`src/rtl/tte_pkg.sv`:
```
`default_nettype none
package tte_pkg;

    localparam int PERIOD_W  = 17;
    localparam int TIMEOUT_W = 16;
    localparam int TEMPO_W   = 24;
    localparam int TICK_W    = 32;
    localparam int CFG_IDX_W = 8;
    localparam int CFG_DATA_W = 32;

    localparam int HISTORY_DEPTH_DEF = 10;

    localparam logic [PERIOD_W-1:0]  TICK_PERIOD_RESET = PERIOD_W'(25000);
    localparam logic [TIMEOUT_W-1:0] TIMEOUT_RESET     = TIMEOUT_W'(120);

    localparam logic [CFG_IDX_W-1:0] CFG_TICK_PERIOD = CFG_IDX_W'(0);
    localparam logic [CFG_IDX_W-1:0] CFG_TIMEOUT     = CFG_IDX_W'(1);

    // Shared divider: 60e6 us per minute times 256 needs 34 bits.
    localparam int DIV_W      = 34;
    localparam int DIV_STEP_W = $clog2(DIV_W);
    localparam logic [DIV_W-1:0] MINUTE_US_Q8 = DIV_W'(64'd15360000000);

    localparam logic [TEMPO_W-1:0] Q8_MAX = {TEMPO_W{1'b1}};

    localparam int QUEUE_DEPTH = 2;
    localparam int QUEUE_PTR_W = $clog2(QUEUE_DEPTH);
    localparam int QUEUE_CNT_W = $clog2(QUEUE_DEPTH + 1);

    typedef struct packed {
        logic                 cleared;
        logic [TIMEOUT_W-1:0] ticks;
    } t_job;

    typedef enum logic [2:0] {
        B_IDLE,
        B_MUL,
        B_TSTART,
        B_TWAIT,
        B_WRITE,
        B_SUM,
        B_ASTART,
        B_AWAIT
    } t_back_state;

endpackage
`default_nettype wire

```
`src/rtl/tte_div.sv`:
```
`default_nettype none
module tte_div (
    input  wire logic                      i_clk,
    input  wire logic                      i_rst_n,
    input  wire logic                      i_start,
    input  wire logic [tte_pkg::DIV_W-1:0] i_dividend,
    input  wire logic [tte_pkg::DIV_W-1:0] i_divisor,
    output logic                           o_done,
    output logic [tte_pkg::DIV_W-1:0]      o_quotient
);
    import tte_pkg::*;

    logic                  r_busy;
    logic                  r_done;
    logic [DIV_STEP_W-1:0] r_step;
    logic [DIV_W-1:0]      r_rem;
    logic [DIV_W-1:0]      r_quot;
    logic [DIV_W-1:0]      r_div;
    logic [DIV_W:0]        w_rem_sh;
    logic [DIV_W:0]        w_diff;
    logic                  w_ge;

    // One restoring step per cycle; the dividend shifts out of the quotient register.
    assign w_rem_sh = {r_rem, r_quot[DIV_W-1]};
    assign w_ge     = w_rem_sh >= {1'b0, r_div};
    assign w_diff   = w_rem_sh - {1'b0, r_div};

    always_ff @(posedge i_clk) begin
        if (!i_rst_n) begin
            r_busy <= 1'b0;
            r_done <= 1'b0;
            r_step <= '0;
        end else begin
            r_done <= 1'b0;
            if (r_busy) begin
                if (r_step == DIV_STEP_W'(DIV_W - 1)) begin
                    r_busy <= 1'b0;
                    r_done <= 1'b1;
                end
                r_step <= r_step + 1'b1;
            end else if (i_start) begin
                r_busy <= 1'b1;
                r_step <= '0;
            end
        end
    end

    always_ff @(posedge i_clk) begin
        if (r_busy) begin
            r_rem  <= w_ge ? w_diff[DIV_W-1:0] : w_rem_sh[DIV_W-1:0];
            r_quot <= {r_quot[DIV_W-2:0], w_ge};
        end else if (i_start) begin
            r_rem  <= '0;
            r_quot <= i_dividend;
            r_div  <= i_divisor;
        end
    end

    assign o_done     = r_done;
    assign o_quotient = r_quot;

endmodule
`default_nettype wire

```
`src/rtl/tte_front.sv`:
```
`default_nettype none
module tte_front (
    input  wire logic                          i_clk,
    input  wire logic                          i_rst_n,
    input  wire logic                          i_in_valid,
    output logic                               o_in_ready,
    input  wire logic                          i_button_pressed,
    input  wire logic [tte_pkg::TIMEOUT_W-1:0] i_timeout,
    input  wire logic                          i_q_full,
    output logic                               o_push,
    output tte_pkg::t_job                      o_job
);
    import tte_pkg::*;

    logic [TICK_W-1:0] r_ticks;
    logic [TICK_W-1:0] w_ticks_inc;
    logic              w_accept;

    assign o_in_ready  = !i_q_full;
    assign w_accept    = i_in_valid && o_in_ready;
    assign w_ticks_inc = (r_ticks == {TICK_W{1'b1}}) ? r_ticks : r_ticks + 1'b1;

    // A press that is not past the timeout has at most TIMEOUT_W bits of ticks.
    assign o_push        = w_accept && i_button_pressed;
    assign o_job.cleared = w_ticks_inc > TICK_W'(i_timeout);
    assign o_job.ticks   = w_ticks_inc[TIMEOUT_W-1:0];

    always_ff @(posedge i_clk) begin
        if (!i_rst_n) begin
            r_ticks <= '0;
        end else if (w_accept) begin
            r_ticks <= i_button_pressed ? '0 : w_ticks_inc;
        end
    end

endmodule
`default_nettype wire

```
`src/rtl/tte_queue.sv`:
```
`default_nettype none
module tte_queue (
    input  wire logic          i_clk,
    input  wire logic          i_rst_n,
    input  wire logic          i_push,
    input  wire tte_pkg::t_job i_job,
    output logic               o_full,
    input  wire logic          i_pop,
    output logic               o_valid,
    output tte_pkg::t_job      o_job
);
    import tte_pkg::*;

    t_job                   r_slot [QUEUE_DEPTH];
    logic [QUEUE_PTR_W-1:0] r_wp;
    logic [QUEUE_PTR_W-1:0] r_rp;
    logic [QUEUE_CNT_W-1:0] r_cnt;
    logic                   w_do_push;
    logic                   w_do_pop;

    assign o_full    = r_cnt == QUEUE_CNT_W'(QUEUE_DEPTH);
    assign o_valid   = r_cnt != '0;
    assign o_job     = r_slot[r_rp];
    assign w_do_push = i_push && !o_full;
    assign w_do_pop  = i_pop && o_valid;

    always_ff @(posedge i_clk) begin
        if (!i_rst_n) begin
            r_wp  <= '0;
            r_rp  <= '0;
            r_cnt <= '0;
        end else begin
            if (w_do_push) begin
                r_wp <= r_wp + 1'b1;
            end
            if (w_do_pop) begin
                r_rp <= r_rp + 1'b1;
            end
            if (w_do_push && !w_do_pop) begin
                r_cnt <= r_cnt + 1'b1;
            end else if (w_do_pop && !w_do_push) begin
                r_cnt <= r_cnt - 1'b1;
            end
        end
    end

    always_ff @(posedge i_clk) begin
        if (w_do_push) begin
            r_slot[r_wp] <= i_job;
        end
    end

endmodule
`default_nettype wire

```
`src/rtl/tte_back.sv`:
```
`default_nettype none
module tte_back #(
    parameter int HISTORY_DEPTH = tte_pkg::HISTORY_DEPTH_DEF
) (
    input  wire logic                         i_clk,
    input  wire logic                         i_rst_n,
    input  wire logic [tte_pkg::PERIOD_W-1:0] i_tick_period,
    input  wire logic                         i_q_valid,
    input  wire tte_pkg::t_job                i_job,
    output logic                              o_pop,
    output logic                              o_out_valid,
    input  wire logic                         i_out_ready,
    output logic                              o_history_cleared,
    output logic [tte_pkg::TEMPO_W-1:0]       o_tempo_q8,
    output logic [tte_pkg::TEMPO_W-1:0]       o_average_q8
);
    import tte_pkg::*;

    localparam int SLOT_W = (HISTORY_DEPTH > 1) ? $clog2(HISTORY_DEPTH) : 1;
    localparam int IDX_W  = $clog2(HISTORY_DEPTH + 1);
    localparam int SUM_W  = TEMPO_W + IDX_W;
    localparam logic [IDX_W-1:0]  DEPTH_L     = IDX_W'(HISTORY_DEPTH);
    localparam logic [SLOT_W-1:0] LAST_SLOT_L = SLOT_W'(HISTORY_DEPTH - 1);

    t_back_state r_state;
    t_back_state n_state;

    logic [TEMPO_W-1:0]       r_mem [HISTORY_DEPTH];
    logic [HISTORY_DEPTH-1:0] r_hist_vld;
    logic [SLOT_W-1:0]        r_slot;
    logic [TIMEOUT_W-1:0]     r_ticks;
    logic [DIV_W-1:0]         r_prod;
    logic [IDX_W-1:0]         r_idx;
    logic                     r_rd_pend;
    logic                     r_rd_vbit;
    logic [TEMPO_W-1:0]       r_rd_data;
    logic [SUM_W-1:0]         r_sum;
    logic [IDX_W-1:0]         r_cnt;
    logic                     r_out_valid;
    logic                     r_cleared;
    logic [TEMPO_W-1:0]       r_tempo;
    logic [TEMPO_W-1:0]       r_avg;

    logic                     w_div_start;
    logic [DIV_W-1:0]         w_div_dividend;
    logic [DIV_W-1:0]         w_div_divisor;
    logic                     w_div_done;
    logic [DIV_W-1:0]         w_div_quot;
    logic                     w_mem_we;
    logic                     w_rd_en;
    logic [SLOT_W-1:0]        w_rd_addr;

    tte_div u_div (
        .i_clk      (i_clk),
        .i_rst_n    (i_rst_n),
        .i_start    (w_div_start),
        .i_dividend (w_div_dividend),
        .i_divisor  (w_div_divisor),
        .o_done     (w_div_done),
        .o_quotient (w_div_quot)
    );

    assign w_rd_addr = r_idx[SLOT_W-1:0];

    always_comb begin
        n_state = r_state;
        case (r_state)
            B_IDLE: begin
                if (i_q_valid && !r_out_valid) begin
                    n_state = i_job.cleared ? B_IDLE : B_MUL;
                end
            end
            B_MUL:    n_state = B_TSTART;
            B_TSTART: n_state = B_TWAIT;
            B_TWAIT: begin
                if (w_div_done) begin
                    n_state = B_WRITE;
                end
            end
            B_WRITE:  n_state = B_SUM;
            B_SUM: begin
                if (r_idx == DEPTH_L && !r_rd_pend) begin
                    n_state = B_ASTART;
                end
            end
            B_ASTART: n_state = B_AWAIT;
            B_AWAIT: begin
                if (w_div_done) begin
                    n_state = B_IDLE;
                end
            end
            default:  n_state = B_IDLE;
        endcase
    end

    always_comb begin
        o_pop          = 1'b0;
        w_div_start    = 1'b0;
        w_div_dividend = MINUTE_US_Q8;
        w_div_divisor  = r_prod;
        w_mem_we       = 1'b0;
        w_rd_en        = 1'b0;
        case (r_state)
            B_IDLE:   o_pop = i_q_valid && !r_out_valid;
            B_TSTART: w_div_start = 1'b1;
            B_WRITE:  w_mem_we = 1'b1;
            B_SUM:    w_rd_en = r_idx != DEPTH_L;
            B_ASTART: begin
                w_div_start    = 1'b1;
                w_div_dividend = DIV_W'(r_sum);
                w_div_divisor  = DIV_W'(r_cnt);
            end
            default: begin
                o_pop = 1'b0;
            end
        endcase
    end

    always_ff @(posedge i_clk) begin
        if (!i_rst_n) begin
            r_state     <= B_IDLE;
            r_hist_vld  <= '0;
            r_slot      <= '0;
            r_out_valid <= 1'b0;
            r_rd_pend   <= 1'b0;
        end else begin
            r_state   <= n_state;
            r_rd_pend <= w_rd_en;
            if (r_out_valid && i_out_ready) begin
                r_out_valid <= 1'b0;
            end
            if (o_pop && i_job.cleared) begin
                r_hist_vld  <= '0;
                r_out_valid <= 1'b1;
            end
            if (w_mem_we) begin
                r_hist_vld[r_slot] <= 1'b1;
                r_slot <= (r_slot == LAST_SLOT_L) ? '0 : r_slot + 1'b1;
            end
            if (r_state == B_AWAIT && w_div_done) begin
                r_out_valid <= 1'b1;
            end
        end
    end

    always_ff @(posedge i_clk) begin
        if (w_mem_we) begin
            r_mem[r_slot] <= r_tempo;
        end
        r_rd_data <= r_mem[w_rd_addr];
        r_rd_vbit <= r_hist_vld[w_rd_addr];
    end

    always_ff @(posedge i_clk) begin
        if (o_pop) begin
            r_ticks   <= i_job.ticks;
            r_cleared <= i_job.cleared;
            r_tempo   <= '0;
            r_avg     <= '0;
        end
        if (r_state == B_MUL) begin
            r_prod <= DIV_W'(r_ticks * i_tick_period);
        end
        if (r_state == B_TWAIT && w_div_done) begin
            r_tempo <= (w_div_quot[DIV_W-1:TEMPO_W] != '0) ? Q8_MAX
                                                           : w_div_quot[TEMPO_W-1:0];
        end
        if (w_mem_we) begin
            r_idx <= '0;
            r_sum <= '0;
            r_cnt <= '0;
        end
        if (w_rd_en) begin
            r_idx <= r_idx + 1'b1;
        end
        // An entry never written since the last clear reads as zero.
        if (r_rd_pend && r_rd_vbit && r_rd_data != '0) begin
            r_sum <= r_sum + SUM_W'(r_rd_data);
            r_cnt <= r_cnt + 1'b1;
        end
        if (r_state == B_AWAIT && w_div_done) begin
            r_avg <= (r_cnt == '0) ? '0 : w_div_quot[TEMPO_W-1:0];
        end
    end

    assign o_out_valid       = r_out_valid;
    assign o_history_cleared = r_cleared;
    assign o_tempo_q8        = r_tempo;
    assign o_average_q8      = r_avg;

endmodule
`default_nettype wire

```
`src/rtl/tap_tempo_estimator.sv`:
```
`default_nettype none
// Channel   Handshake                   Payload
// input     i_in_valid / o_in_ready     i_button_pressed
// output    o_out_valid / i_out_ready   o_history_cleared, o_tempo_q8, o_average_q8
// config    i_cfg_valid / o_cfg_ready   i_cfg_index, i_cfg_data
//
// A tick without a press gives no result.
// A press past the timeout gives its result as the back end pops it off the queue.
// Any other press takes two 34-step passes through the shared bit-serial divider
// and a sweep over the history memory.
// Two presses can wait in the queue while the back end works or its result stalls.
// Reset clears the tick count, write slot and history valid bits at once.
module tap_tempo_estimator #(
    parameter int HISTORY_DEPTH = tte_pkg::HISTORY_DEPTH_DEF
) (
    input  wire logic                           i_clk,
    input  wire logic                           i_rst_n,
    input  wire logic                           i_in_valid,
    output logic                                o_in_ready,
    input  wire logic                           i_button_pressed,
    output logic                                o_out_valid,
    input  wire logic                           i_out_ready,
    output logic                                o_history_cleared,
    output logic [tte_pkg::TEMPO_W-1:0]         o_tempo_q8,
    output logic [tte_pkg::TEMPO_W-1:0]         o_average_q8,
    input  wire logic                           i_cfg_valid,
    output logic                                o_cfg_ready,
    input  wire logic [tte_pkg::CFG_IDX_W-1:0]  i_cfg_index,
    input  wire logic [tte_pkg::CFG_DATA_W-1:0] i_cfg_data
);
    import tte_pkg::*;

    logic [PERIOD_W-1:0]  r_tick_period;
    logic [TIMEOUT_W-1:0] r_timeout;
    logic                 w_push;
    t_job                 w_push_job;
    logic                 w_q_full;
    logic                 w_q_valid;
    t_job                 w_q_job;
    logic                 w_pop;

    assign o_cfg_ready = 1'b1;

    always_ff @(posedge i_clk) begin
        if (!i_rst_n) begin
            r_tick_period <= TICK_PERIOD_RESET;
            r_timeout     <= TIMEOUT_RESET;
        end else if (i_cfg_valid && o_cfg_ready) begin
            if (i_cfg_index == CFG_TICK_PERIOD) begin
                r_tick_period <= i_cfg_data[PERIOD_W-1:0];
            end
            if (i_cfg_index == CFG_TIMEOUT) begin
                r_timeout <= i_cfg_data[TIMEOUT_W-1:0];
            end
        end
    end

    tte_front u_front (
        .i_clk            (i_clk),
        .i_rst_n          (i_rst_n),
        .i_in_valid       (i_in_valid),
        .o_in_ready       (o_in_ready),
        .i_button_pressed (i_button_pressed),
        .i_timeout        (r_timeout),
        .i_q_full         (w_q_full),
        .o_push           (w_push),
        .o_job            (w_push_job)
    );

    tte_queue u_queue (
        .i_clk   (i_clk),
        .i_rst_n (i_rst_n),
        .i_push  (w_push),
        .i_job   (w_push_job),
        .o_full  (w_q_full),
        .i_pop   (w_pop),
        .o_valid (w_q_valid),
        .o_job   (w_q_job)
    );

    tte_back #(
        .HISTORY_DEPTH (HISTORY_DEPTH)
    ) u_back (
        .i_clk             (i_clk),
        .i_rst_n           (i_rst_n),
        .i_tick_period     (r_tick_period),
        .i_q_valid         (w_q_valid),
        .i_job             (w_q_job),
        .o_pop             (w_pop),
        .o_out_valid       (o_out_valid),
        .i_out_ready       (i_out_ready),
        .o_history_cleared (o_history_cleared),
        .o_tempo_q8        (o_tempo_q8),
        .o_average_q8      (o_average_q8)
    );

    a_no_overflow: assert property (@(posedge i_clk) disable iff (!i_rst_n)
        w_push |-> !w_q_full)
        else $error("press request pushed into a full queue");

    a_cleared_zero: assert property (@(posedge i_clk) disable iff (!i_rst_n)
        o_out_valid && o_history_cleared |-> o_tempo_q8 == '0 && o_average_q8 == '0)
        else $error("cleared result carries a nonzero tempo");

    a_tempo_nonzero: assert property (@(posedge i_clk) disable iff (!i_rst_n)
        o_out_valid && !o_history_cleared |-> o_tempo_q8 != '0 && o_average_q8 != '0)
        else $error("tempo result without a tempo or an average");

    a_pop_idle: assert property (@(posedge i_clk) disable iff (!i_rst_n)
        w_pop |-> w_q_valid && !o_out_valid)
        else $error("queue popped while empty or while a result waits");

endmodule
`default_nettype wire

```
`config.mk`:
```
export PLATFORM = sky130hd
export DESIGN_NAME = tap_tempo_estimator
export DESIGN_NICKNAME = d
export VERILOG_FILES = /design/src/rtl/tte_pkg.sv /design/src/rtl/tte_div.sv /design/src/rtl/tte_front.sv /design/src/rtl/tte_queue.sv /design/src/rtl/tte_back.sv /design/src/rtl/tap_tempo_estimator.sv
export SDC_FILE = /design/constraint.sdc
export NUM_CORES = 2
export LEC_CHECK = 0
export BUFFER_PORTS_ARGS = -buffer_cell sky130_fd_sc_hd__buf_2
export CAP_MARGIN = 10
export CORE_MARGIN = 5
export CORE_UTILIZATION = 58
export CTS_CLUSTER_DIAMETER = 50
export DETAILED_ROUTE_END_ITERATION = 7
export HOLD_SLACK_MARGIN = 0.03
export MAX_ROUTING_LAYER = met4
export PLACE_DENSITY = 0.75
export SYNTH_ARGS = -nofsm -noshare
export SYNTH_HDL_FRONTEND = slang
export SYNTH_SLANG_ARGS = --single-unit
```
`constraint.sdc`:
```
create_clock -name i_clk -period 7.2 [get_ports i_clk]
set_input_delay 1.44 -clock i_clk [delete_from_list [all_inputs] [get_ports i_clk]]
set_output_delay 1.44 -clock i_clk [all_outputs]
set_load 0.01 [all_outputs]
```
==> flow_summary.yaml <==
worst_setup_path:
  ff2ff_setup_slack_ns: 0.25
  path_cells: "buf_4 -> and2_1 -> fa_1 -> inv_1 -> fa_1 -> fa_1 -> inv_1 -> fa_1 -> fa_1 -> inv_1 -> fa_1 -> inv_1 -> ha_1 -> and3_4 -> a221o_1 -> a21oi_2 -> nand2b_1 -> o311ai_1 -> o31a_1 -> a221o_1 -> a311oi_2 -> xnor2_1"
  critical_path_arrival_ns: 7.31
  timing.rr.end: "u_back.r_prod[31]"
  crit_path_top_delay_cell: "fa_1"
  crit_type: "reg2reg"
  cpLargestDelayFamily: "adder cells"
  cp-start-kind: "flip-flop"
  cp_common_cell: "fa_1"
  required_ns: 7.57
  reg2reg_from: "u_back.r_ticks[5]"
  critPathCaptureType: "flip-flop"
  cp-startpoint: "u_back.r_ticks[5]"
  worstPathMaxFanout: 7
  max_stage_delay_ns: 0.56
  worst-path-buf-inv: 5
  reg2reg_depth: 22
global_route:
  grt_max_degree: 72
  grt.total_usage_pct: 24.8
  grt_overflow: 0
  grt_pass1_wl_microns: 133000
  grt_pass1_vias: 25200
  antenna_found_initial: 0
floorplan:
  ios: 98
  die_h_microns: 262
  core-area_sq_um: 63000
  dieArea_sq_um: 68600
  start_util_pct: 58.5
  rows: 92
  die_x_microns: 262
sta:
  tightest_slew_ns: 1.16
  relSlewSlack_pct: 22.6
  finalSetupViolCount: 0
  final.setup.tns_ns: 0
  finalCriticalPeriod_ns: 6.95
  min_period_over_period_pct: 96.5
  skew_ns: 0.0348
  timing.fmax_mhz: 144
  hold_ws_ns: 0.484
  drv_slew: 0
  hold_viol: 0
logic_synthesis:
  async_flop_share_pct: 0
  ys_warn_count: 0
  synthFlopType: "edfxtp_1"
  synth_nets: 3642
  syn_avg_cell_area_sq_um: 11.5
  synth_edf_count: 509
  ys_types: 76
  ys_seq_area_share_pct: 48.2
  synth_seq_cells: 631
  syn-cell-area_sq_um: 36800
  syn_inst: 3200
clock_network:
  path_clk_slew_ns: 0.06
  htree_levels: 3
  cts-buffers-inserted: 72
  cts.sinks: 631
  clk_path_buf_depth: 3
  root_buffer: "clkbuf_16"
  cts_tree: "built"
  ctsHoldBuffers: 0
  clk_latency_ns: 0.64
layout:
  final_nets: 3738
  fin_area_sq_um: 40900
  final_cell_mix: "edfxtp_1 (509), inv_1 (336), nand2_1 (333), fa_1 (210), and2_1 (190)"
  final_common_cell: "edfxtp_1"
  syn_to_final_growth_pct: 11.2
  diodes: 0
  drive_gt1_share_pct: 11.5
  fin_cells: 4201
routing:
  routedWlPerCell_microns: 19.3
  vias: 24500
  first_pass_iters: 6
  wirelength_microns: 81000
  drt_iter0_markers: 2287
  drc: 0
  vias_per_cell: 5.82
  ant_nets: 0
place:
  hpwl_microns: 56000
  placed_cells: 4041
  place.gp.congestion: 0.910
  numPortBuffers: 81
  postPlaceCellArea_sq_um: 38200
min_path:
  min_from: "u_front.r_ticks[23]"
  hold_depth: 2
  hp-class: "reg2reg"
  min_to: "u_front.r_ticks[23]"
job:
  maxCapViolations: 0
outcome:
  status: "finished, final reports clean"
## worst min-delay path: cells and delay by family, from the launching register on
family / cells / cell delay (ns)
AOI/OAI and AO/OA: 1 / 0.05
DFF: 1 / 0.32
and+or+nand+nor: 1 / 0.06
## per-stage QoR
stage          setup slack, ns  utilization (%)
6_report                 0.255             65.0
3_5_place_dp             0.175             60.7
2_1_floorplan            0.688                -
4_1_cts                  0.169             64.6
5_1_grt                -0.0125             65.0
3_3_place_gp             0.331             60.7
## flip-flops by register name, indices dropped and copies added (netlist names), 6 cells and up, named ones only
name	flops
r_timeout	16
u_front.r_ticks	32
u_back.r_prod	33
u_back.u_div.r_rem	34
u_back.o_average_q8	24
u_back.r_rd_data	24
u_back.o_tempo_q8	24
u_back.r_hist_vld	10
r_tick_period	17
u_back.u_div.r_div	33
u_back.r_sum	28
u_back.u_div.o_quotient	34
u_back.r_ticks	16
u_queue.r_slot	34
u_back.u_div.r_step	6
u_back.r_mem	240
## worst max-delay path by stage
stage | to | slack [ns] | cells after the start
global route | u_back.r_prod[32] | -0.01 | 22
detailed placement | u_back.r_prod[31] | 0.18 | 21
global placement | u_back.r_prod[31] | 0.33 | 22
floorplan | u_back.r_prod[31] | 0.69 | 22
finish | u_back.r_prod[31] | 0.25 | 22
CTS | u_back.r_prod[31] | 0.17 | 21
## timing repair
action | CTS | global route
gates resized for setup | 0 | 4
endpoints found under the hold margin | 0 | 0
setup endpoints to repair | 0 | 1
setup buffers | 0 | 26
## per-layer routing
metal | wire, microns | up-vias | GRT usage [%]
met2 | 38900 | 881 | 39.4
met3 | 5140 | 175 | 3.49
met1 | 34600 | 12100 | 34.0
met5 | 0 | - | -
met4 | 2330 | 0 | 7.32
li1 | - | 11300 | -
## cell usage after synthesis, types with 29 or more instances
library cell,number,area share [%]
mux4_2,50,3.1
dfxtp_1,122,6.6
nand4_1,29,0.49
xor2_1,45,1.1
clkbuf_1,123,1.3
o21ai_1,29,0.39
nand2_1,333,3.4
a21o_1,50,1.0
xnor2_1,63,1.5
o21a_1,34,0.69
nor2_1,174,1.8
mux2i_1,62,1.7
edfxtp_1,509,42
inv_1,338,3.4
ha_1,186,6.3
fa_1,210,11
o21ai_0,80,1.1
nor3_1,33,0.45
nor2b_1,36,0.61
a21oi_1,170,2.3
nand3_1,46,0.63
a211oi_1,42,0.86
and2_1,190,3.2
## cell type report
| type | count | area [sq um] |
|---|---|---|
| clock buffer | 92 | 1970 |
| clock inverter | 41 | 527 |
| fill | 4606 | 22000 |
| inverter | 339 | 1270 |
| multi-input combinational | 2087 | 17300 |
| sequential | 631 | 17700 |
| tap | 846 | 1060 |
| timing repair buffer | 165 | 1060 |
## kinds of logic (layout without fill, tap and decap cells)
| group | Yosys count | after routing | share of synthesized area, % |
|---|---|---|---|
| adders and majority gates | 396 | 396 | 17.7 |
| buffers and inverters | 482 | 637 | 4.99 |
| AOI/OAI and AO/OA | 508 | 508 | 8.66 |
| and+or+nand+nor | 944 | 944 | 12.6 |
| other | 1 | 1 | 0.0102 |
| DFF | 631 | 631 | 48.2 |
| muxes | 130 | 130 | 5.30 |
| xor gates and xnor gates | 108 | 108 | 2.57 |
Power is not shown: default switching activity piles up to over one toggle a cycle in this logic, so the estimate is an artifact.
